[src/rtl/fas_pkg.sv]
package fas_pkg;

    localparam int unsigned MANT_BITS = 23;
    localparam logic [7:0]  EXP_MAX   = 8'hfe;

    // stage 1 -> stage 2: operands aligned, ready for add
    typedef struct packed {
        logic        far;
        logic [31:0] far_bits;
        logic        sa;
        logic        sb;
        logic [7:0]  e;
        logic [23:0] ma;
        logic [23:0] mb;
    } align_t;

    // stage 2 -> stage 3: raw magnitude sum
    typedef struct packed {
        logic        far;
        logic [31:0] far_bits;
        logic        s;
        logic [7:0]  e;
        logic [24:0] m;
    } sum_t;

    // stage 3 -> stage 4: carry handled, leading zero count known
    typedef struct packed {
        logic        done;
        logic [31:0] done_bits;
        logic        s;
        logic [7:0]  e;
        logic [23:0] m;
        logic [4:0]  lz;
    } norm_t;

endpackage

[src/rtl/float32_add_sub_truncating_core.sv]
// single-precision add/subtract with truncation, no rounding and no special-value handling.
// four-stage pipeline (align, add, carry and leading-zero count, normalize shift), one
// request accepted per cycle unless stalled, each result passing in turn through the align,
// sum, norm and result registers; a stall at the output freezes every stage together.
module float32_add_sub_truncating_core (
    input  logic        clk,
    input  logic        rst_n,
    input  logic        in_valid,
    output logic        in_stall,
    input  logic        func,
    input  logic [31:0] operand_a,
    input  logic [31:0] operand_b,
    output logic        out_valid,
    input  logic        out_stall,
    output logic [31:0] sum_bits
);

    fas_pkg::align_t align_c;
    fas_pkg::align_t align_reg;
    fas_pkg::sum_t   sum_c;
    fas_pkg::sum_t   sum_reg;
    fas_pkg::norm_t  norm_c;
    fas_pkg::norm_t  norm_reg;
    logic [31:0]     res_c;
    logic [31:0]     res_reg;
    logic [3:0]      vld_reg;
    logic [3:0]      vld_next;
    logic            adv;

    fas_align  u_align  (.func(func), .operand_a(operand_a), .operand_b(operand_b),
                         .align(align_c));
    fas_addsub u_addsub (.align(align_reg), .sum(sum_c));
    fas_lzc    u_lzc    (.sum(sum_reg), .norm(norm_c));
    fas_shift  u_shift  (.norm(norm_reg), .sum_bits(res_c));

    assign adv       = !(vld_reg[3] && out_stall);
    assign in_stall  = !adv;
    assign out_valid = vld_reg[3];
    assign sum_bits  = res_reg;
    assign vld_next  = {vld_reg[2:0], in_valid};

    always_ff @(posedge clk or negedge rst_n)
    begin
        if (!rst_n)
        begin
            vld_reg <= '0;
        end
        else if (adv)
        begin
            vld_reg <= vld_next;
        end
    end

    always_ff @(posedge clk)
    begin
        if (adv)
        begin
            align_reg <= align_c;
            sum_reg   <= sum_c;
            norm_reg  <= norm_c;
            res_reg   <= res_c;
        end
    end

    a_stall_holds: assert property (@(posedge clk) disable iff (!rst_n)
        out_valid && out_stall |=> out_valid && $stable(sum_bits))
        else $error("stalled result changed");

    a_in_blocked: assert property (@(posedge clk) disable iff (!rst_n)
        in_stall |-> out_valid && out_stall)
        else $error("input stalled without output back-pressure");

    a_pipe_moves: assert property (@(posedge clk) disable iff (!rst_n)
        !in_stall && in_valid |=> vld_reg[0])
        else $error("accepted request lost in first stage");

endmodule

[src/rtl/fas_align.sv]
module fas_align (
    input  logic                 func,
    input  logic [31:0]          operand_a,
    input  logic [31:0]          operand_b,
    output fas_pkg::align_t      align
);

    logic [31:0] b;
    logic [7:0]  ea;
    logic [7:0]  eb;
    logic [7:0]  diff;
    logic        a_big;
    logic [23:0] ma;
    logic [23:0] mb;

    always_comb
    begin
        b     = {operand_b[31] ^ func, operand_b[30:0]};
        ea    = operand_a[30:23];
        eb    = b[30:23];
        ma    = {1'b1, operand_a[22:0]};
        mb    = {1'b1, b[22:0]};
        a_big = ea > eb;
        diff  = a_big ? (ea - eb) : (eb - ea);
        align.far      = diff > 8'(fas_pkg::MANT_BITS);
        align.far_bits = a_big ? operand_a : b;
        align.sa       = operand_a[31];
        align.sb       = b[31];
        align.e        = a_big ? ea : eb;
        align.ma       = a_big ? ma : (ma >> diff[4:0]);
        align.mb       = a_big ? (mb >> diff[4:0]) : mb;
    end

endmodule

[src/rtl/fas_addsub.sv]
module fas_addsub (
    input  fas_pkg::align_t align,
    output fas_pkg::sum_t   sum
);

    always_comb
    begin
        sum.far      = align.far;
        sum.far_bits = align.far_bits;
        sum.e        = align.e;
        if (align.sa == align.sb)
        begin
            sum.m = {1'b0, align.ma} + {1'b0, align.mb};
            sum.s = align.sa;
        end
        else if (align.ma > align.mb)
        begin
            sum.m = {1'b0, align.ma - align.mb};
            sum.s = align.sa;
        end
        else
        begin
            sum.m = {1'b0, align.mb - align.ma};
            sum.s = align.sb;
        end
    end

endmodule

[src/rtl/fas_lzc.sv]
module fas_lzc (
    input  fas_pkg::sum_t  sum,
    output fas_pkg::norm_t norm
);

    logic [8:0]  e_inc;
    logic [23:0] m;
    logic [4:0]  lz;

    always_comb
    begin
        e_inc = {1'b0, sum.e} + 9'd1;
        m     = sum.m[24] ? sum.m[24:1] : sum.m[23:0];
        lz    = 5'd24;
        for (int i = 0; i < 24; i++)
        begin
            if (m[i])
            begin
                lz = 5'(23 - i);
            end
        end
        norm.s  = sum.s;
        norm.m  = m;
        norm.lz = lz;
        norm.e  = sum.m[24] ? e_inc[7:0] : sum.e;
        if (sum.far)
        begin
            norm.done      = 1'b1;
            norm.done_bits = sum.far_bits;
        end
        else if (sum.m == 25'd0)
        begin
            norm.done      = 1'b1;
            norm.done_bits = 32'd0;
        end
        else if (sum.m[24] && e_inc > {1'b0, fas_pkg::EXP_MAX})
        begin
            norm.done      = 1'b1;
            norm.done_bits = {sum.s, 8'hff, 23'd0};
        end
        else
        begin
            norm.done      = 1'b0;
            norm.done_bits = 32'd0;
        end
    end

endmodule

[src/rtl/fas_shift.sv]
module fas_shift (
    input  fas_pkg::norm_t norm,
    output logic [31:0]    sum_bits
);

    logic [7:0]  sh;
    logic [23:0] m;

    always_comb
    begin
        // shift stops once the exponent would reach zero
        sh = ({3'd0, norm.lz} > norm.e) ? norm.e : {3'd0, norm.lz};
        m  = norm.m << sh[4:0];
        if (norm.done)
        begin
            sum_bits = norm.done_bits;
        end
        else
        begin
            sum_bits = {norm.s, norm.e - sh, m[22:0]};
        end
    end

endmodule
[config.mk]
export PLATFORM = sky130hd
export DESIGN_NAME = float32_add_sub_truncating_core
export DESIGN_NICKNAME = d
export VERILOG_FILES = /design/src/rtl/fas_pkg.sv /design/src/rtl/float32_add_sub_truncating_core.sv /design/src/rtl/fas_align.sv /design/src/rtl/fas_addsub.sv /design/src/rtl/fas_lzc.sv /design/src/rtl/fas_shift.sv
export SDC_FILE = /design/constraint.sdc
export NUM_CORES = 1
export LEC_CHECK = 0
export BUFFER_PORTS_ARGS = -buffer_cell sky130_fd_sc_hd__buf_2
export CORE_UTILIZATION = 45
export DETAILED_ROUTE_END_ITERATION = 10
export GPL_TIMING_DRIVEN = 0
export HOLD_SLACK_MARGIN = 0.12
export SYNTH_ARGS = -nofsm -noshare
export SYNTH_HDL_FRONTEND = slang
export SYNTH_SLANG_ARGS = --single-unit
[constraint.sdc]
create_clock -name clk -period 8.8 [get_ports clk]
set_input_delay 0.88 -clock clk [delete_from_list [all_inputs] [get_ports clk]]
set_output_delay 0.88 -clock clk [all_outputs]
set_load 0.02 [all_outputs]
; Yosys cells after proc, flatten, opt, wreduce, memory -nomap -nowiden
; Index checks and enable logic that the tools add are counted.
[totals]
ff_bits = 265
elab_cells = 90
[op_classes]
n_addsub = 7
n_lt_le_gt_ge = 5
eq_ne = 1
shifts = 3
mux = 39
bitwise_logic = 1
n_reduce_logical = 8
[ops]
columns = op, n
row1 = 2-to-1 mux 32 bit, 4
row2 = 2-to-1 mux 4 bit, 16
row3 = 2-to-1 mux 24 bit, 2
row4 = right shift 24 x 5 -> 24 bit, 2
row5 = subtractor 24 bit, 2
row6 = 2-to-1 mux 23 bit, 2
row7 = 2-to-1 mux 33 bit, 1
row8 = 2-to-1 mux 8 bit, 4
row9 = adder 24 x 24 -> 25 bit, 1
row10 = zero test 25 bit, 1
row11 = 2-to-1 mux 25 bit, 1
row12 = greater-than comparator 24 bit, 1
row13 = left shift 24 x 5 -> 23 bit, 1
row14 = subtractor 8 bit, 3
row15 = OR reduction 16 bit, 1
row16 = 2-to-1 mux 3 bit, 4
row17 = adder 8 x 1 -> 9 bit (second input constant), 1
row18 = greater-than comparator 9 x 8 -> 1 bit (second input constant), 1
row19 = greater-than comparator 5 x 8 -> 1 bit, 1
row20 = greater-than comparator 8 x 5 -> 1 bit (second input constant), 1
row21 = greater-than comparator 8 bit, 1
row22 = OR reduction 8 bit, 1
row23 = 2-to-1 mux 2 bit, 2
row24 = OR reduction 2 bit, 2
row25 = 5 further kinds, 8

; Longest topological paths before layout
[logic_depth]
word_depth = 24
mapped_depth = 17
mapped_depth_nobuf = 16

; Cells and area by module
; A second synthesis with hierarchy kept.
[hier_totals]
hier_cells = 1865
area_unflattened_um2 = 18839.3
[modules_own_cells]
columns = mod, n_inst, cells_per_inst, area_per_inst_um2, seq_area_each_um2
row1 = float32_add_sub_truncating_core, 1, 271, 7998.9, 7937.6
row2 = fas_addsub, 1, 596, 4103.9, 0.0
row3 = fas_align, 1, 501, 3628.5, 0.0
row4 = fas_shift, 1, 291, 1864.3, 0.0
row5 = fas_lzc, 1, 206, 1243.7, 0.0

; Worst setup path before layout
; OpenSTA, ideal clock, no wires.
[synth_timing]
path_type = input -> output
startpoint = input port out_stall
endpoint = output port in_stall
arrival_ns = 7.130
required_ns = 7.920
path_slack_ns = 0.790
path_stages = 2
cell_sequence = nand2_1 inv_1
[synth_via]
elab_chain_len = 1
[synth_lines]
columns = element, line_no
row1 = start: declaration, float32_add_sub_truncating_core.sv:14  ; input logic out_stall,
row2 = logical AND 1 bit, float32_add_sub_truncating_core.sv:36  ; assign adv = !(vld_reg[3] && out_stall);
row3 = end: declaration, float32_add_sub_truncating_core.sv:9  ; output logic in_stall,
; No other way between the ends.

==> results.yml <==
clock_tree:
  clk_pin_slew_worst_paths_ns: 0.07
  cts_buffers: 28
  cts_tree: "built"
  cts.repair.resized: 0
  cts-root-buf: "clkbuf_16"
  clkLatencyLatePin_ns: 0.57
  cts_sinks: 248
  clk_path_buf_depth: 3
  h-tree-depth: 1
die:
  dieArea_sq_mm: 0.03854
  fp.dieW_microns: 196.3
  core_sq_mm: 0.03687
  initial_core_util_pct: 46.08
  placement_rows: 70
  io_pins: 103
  die_h_microns: 196.3
global_route:
  grt_pass1_wl_mm: 81.68
  grt_pass1_vias: 13358
  grt_overflow: 0
  antenna_found_initial: 0
  grt_util_all_layers_pct: 28.17
  grt_max_degree: 72
flow_run:
  cap_violations: 0
pwr:
  power_uw: 7314
  pwr-share-comb_pct: 53.1
  power_density_mw_per_mm2: 381.9
  p_switching_uw: 3276
  pwr-share-clk_pct: 15.9
  p_leak_uw: 0.007858
  p_int_uw: 4038
  max-vdd-ir-drop_uv: 211.9
  pwr-share-seq_pct: 31.0
  p_sw_share_pct: 44.79
sta:
  worstMarginPinSlew_ns: 1.281
  setup_slack_ns: 3.867
  tns_ns: 0
  final.period_utilization_pct: 56.06
  fmax_mhz: 202.7
  hold_viol_final: 0
  rsz0062_at_grt: "false"
  fin_worst_skew_ns: 0.01850
  setup_viol: 0
  slew_violations: 0
  relSlewSlack_pct: 14.02
  fin_crit_ns: 4.933
cells_and_area:
  fin_util_pct: 51.94
  fin_nets: 1976
  drive_gt1_share_pct: 13.66
  largest_reg_flops: 83
  syn2layout_area_growth_pct: 12.72
  nFillCells: 3425
  final_area_sq_mm: 0.01915
worst_setup_path:
  r2r_start: "norm_reg[4]"
  required_ns: 9.06
  start_kind: "input port"
  path_class: "in -> reg"
  r2r_slack_ns: 3.95
  crit_arrival_ns: 5.20
  worstPathMaxFanout: 10
  timing.rr.end: "sum_bits[30]"
  cp-end-kind: "flip-flop"
  rr_worst_depth: 15
drt:
  dr.first_iter.drc_count: 1065
  routed_wl_mm: 54.54
  dr.pass1.iters: 5
  dr_total_vias: 13828
  wl_per_cell_microns: 23.43
  drt-vias-per-instance: 5.940
  ant_nets: 0
  drc_errors: 0
worst_hold_path:
  hold_path_end: "sum_reg[64]"
  hold_path_depth: 0
  hp-class: "reg -> reg"
  worstHoldStart: "align_reg[88]"
yosys:
  synth_warnings: 0
  synth_nets: 1840
  syn_avg_cell_area_sq_um: 10.19
  synth_cell_types: 77
  ys_ff_latch: 248
  synth_area_sq_mm: 0.01699
  yosysSeqAreaShare_pct: 43.71
  synth-edff-count: 244
  synth_ff_type: "edfxtp_1"
  async_flop_share_pct: 1.613
  syn_inst: 1667
placement:
  dpl.hpwl_mm: 43.02
  io_buffers: 102
  gp_congestion: 0.9946
  dpl_cell_area_sq_mm: 0.01822
  dp_slack_ns: 3.367
run_status:
  status: "finished, final reports clean"
## worst max-delay path, stage by stage
cell      delay, ns
buf_2          0.10
inv_1          0.04
ha_1           0.18
inv_1          0.09
fa_1           0.21
a21o_1         0.13
a31oi_1        0.15
a211oi_4       0.58
mux2i_1        0.65
buf_2          0.44
buf_4          0.32
nand2_1        0.08
a31oi_1        0.31
mux2i_1        0.28
o311ai_1       0.73
## Yosys cell counts, types with 5 or more instances
master,instances,area [sq um]
xor2_1,15,131.4
a221o_1,7,70.07
mux4_2,33,743.2
o21ai_0,108,540.5
nand4_1,13,81.33
a31oi_1,9,56.30
edfxtp_1,244,7327
a22o_1,14,122.6
nand3_1,27,135.1
nor3_1,34,170.2
o221ai_1,13,113.9
o21bai_1,11,82.58
o21a_1,5,37.54
nor2b_1,9,56.30
and3_1,8,50.05
a22oi_1,14,105.1
o21ai_1,10,50.05
nor2_1,107,401.6
mux2i_1,99,991.0
nor4_1,9,56.30
o22a_1,6,52.55
clkbuf_1,57,214.0
and2_1,32,200.2
buf_2,18,90.09
nand2_1,202,758.2
a21oi_1,111,555.5
buf_1,6,22.52
nand2b_1,15,93.84
o211ai_1,9,67.56
a21o_1,28,210.2
o22ai_1,7,43.79
or3_1,5,31.28
fa_1,6,120.1
a211oi_1,15,112.6
inv_1,115,431.7
mux2_2,29,326.6
ha_1,98,1226
xnor2_1,34,297.8
## kinds of logic (layout without fill, tap and decap cells)
logic type                 Yosys count  after routing  share of synthesized area, %
and+or+nand+nor                    475            475                         12.58
xor gates and xnor gates            50             50                         2.621
muxes                              162            162                         12.21
adders and majority gates          104            104                         7.923
DFF                                248            248                         43.71
other                                0              1                             0
AOI/OAI and AO/OA                  425            425                         16.25
buffers and inverters              203            359                         4.712
## area by class of cell
| cell class | instances | area (sq um) | share of cell area [%] |
|---|---|---|---|
| Antenna cell | 1 | 2.502 | 0.01307 |
| Buffer | 86 | 361.6 | 1.888 |
| Clock buffer | 34 | 723.2 | 3.776 |
| Clock inverter | 16 | 193.9 | 1.013 |
| Inverter | 117 | 439.2 | 2.293 |
| Multi-Input combinational cell | 1216 | 8772 | 45.80 |
| Sequential cell | 248 | 7427 | 38.78 |
| Tap cell | 504 | 630.6 | 3.292 |
| Timing Repair Buffer | 106 | 603.1 | 3.149 |
## routing by layer
metal,routed length [microns],global-route usage [%],vias up
met5,0,0,-
met4,2558,12.96,0
met3,4019,4.126,135
met2,24570,44.19,650
met1,23390,38.50,6612
li1,-,-,6431
## layout by cell type, fill, tap and decap left out, drive strengths merged, types with 27 or more instances in the layout
cell,instances
xnor2,35
and2,32
clkbuf,92
nand3,27
mux4,33
buf,133
mux2,29
nor2,108
nand2,203
edfxtp,244
inv,119
ha,98
o21ai,119
nor3,34
mux2i,100
a21oi,111
a21o,28
## repair_timing
action                                  in CTS  in global routing
endpoints found under the hold margin        4                  0
hold buffers                                 1                  0
setup buffers                                0                  0
endpoints found under the setup margin       0                  0
## power groups by stage
stage	Sequential, uW	Combinational (uW)	Clock [uW]
after floorplan	2360	2530	0
after global placement	2380	3770	0
after detailed placement	2290	3790	0
after CTS	2270	3810	1190
after global routing	2320	4180	1230
final	2260	3880	1170
## through the flow
step	cells	hold slack [ns]
after CTS	2327	0.4075
after global placement	2273	0.4019
after floorplan	1667	0.4003
after global routing	2327	0.4213
final	2328	0.4038
after detailed placement	2276	0.4045
## how the worst max path moves through the flow
stage             startpoint            end  slack, ns  cells past startpoint
5_1_grt          norm_reg[4]   sum_bits[30]       3.71                     15
4_1_cts        operand_a[23]  align_reg[24]       3.91                     15
6_report       operand_a[23]  align_reg[24]       3.87                     15
2_1_floorplan      out_stall       in_stall       0.79                      2
3_5_place_dp   operand_a[23]  align_reg[24]       3.37                     15
3_3_place_gp       out_stall       in_stall      -0.51                      4
Power figures use the tool's default switching activity.
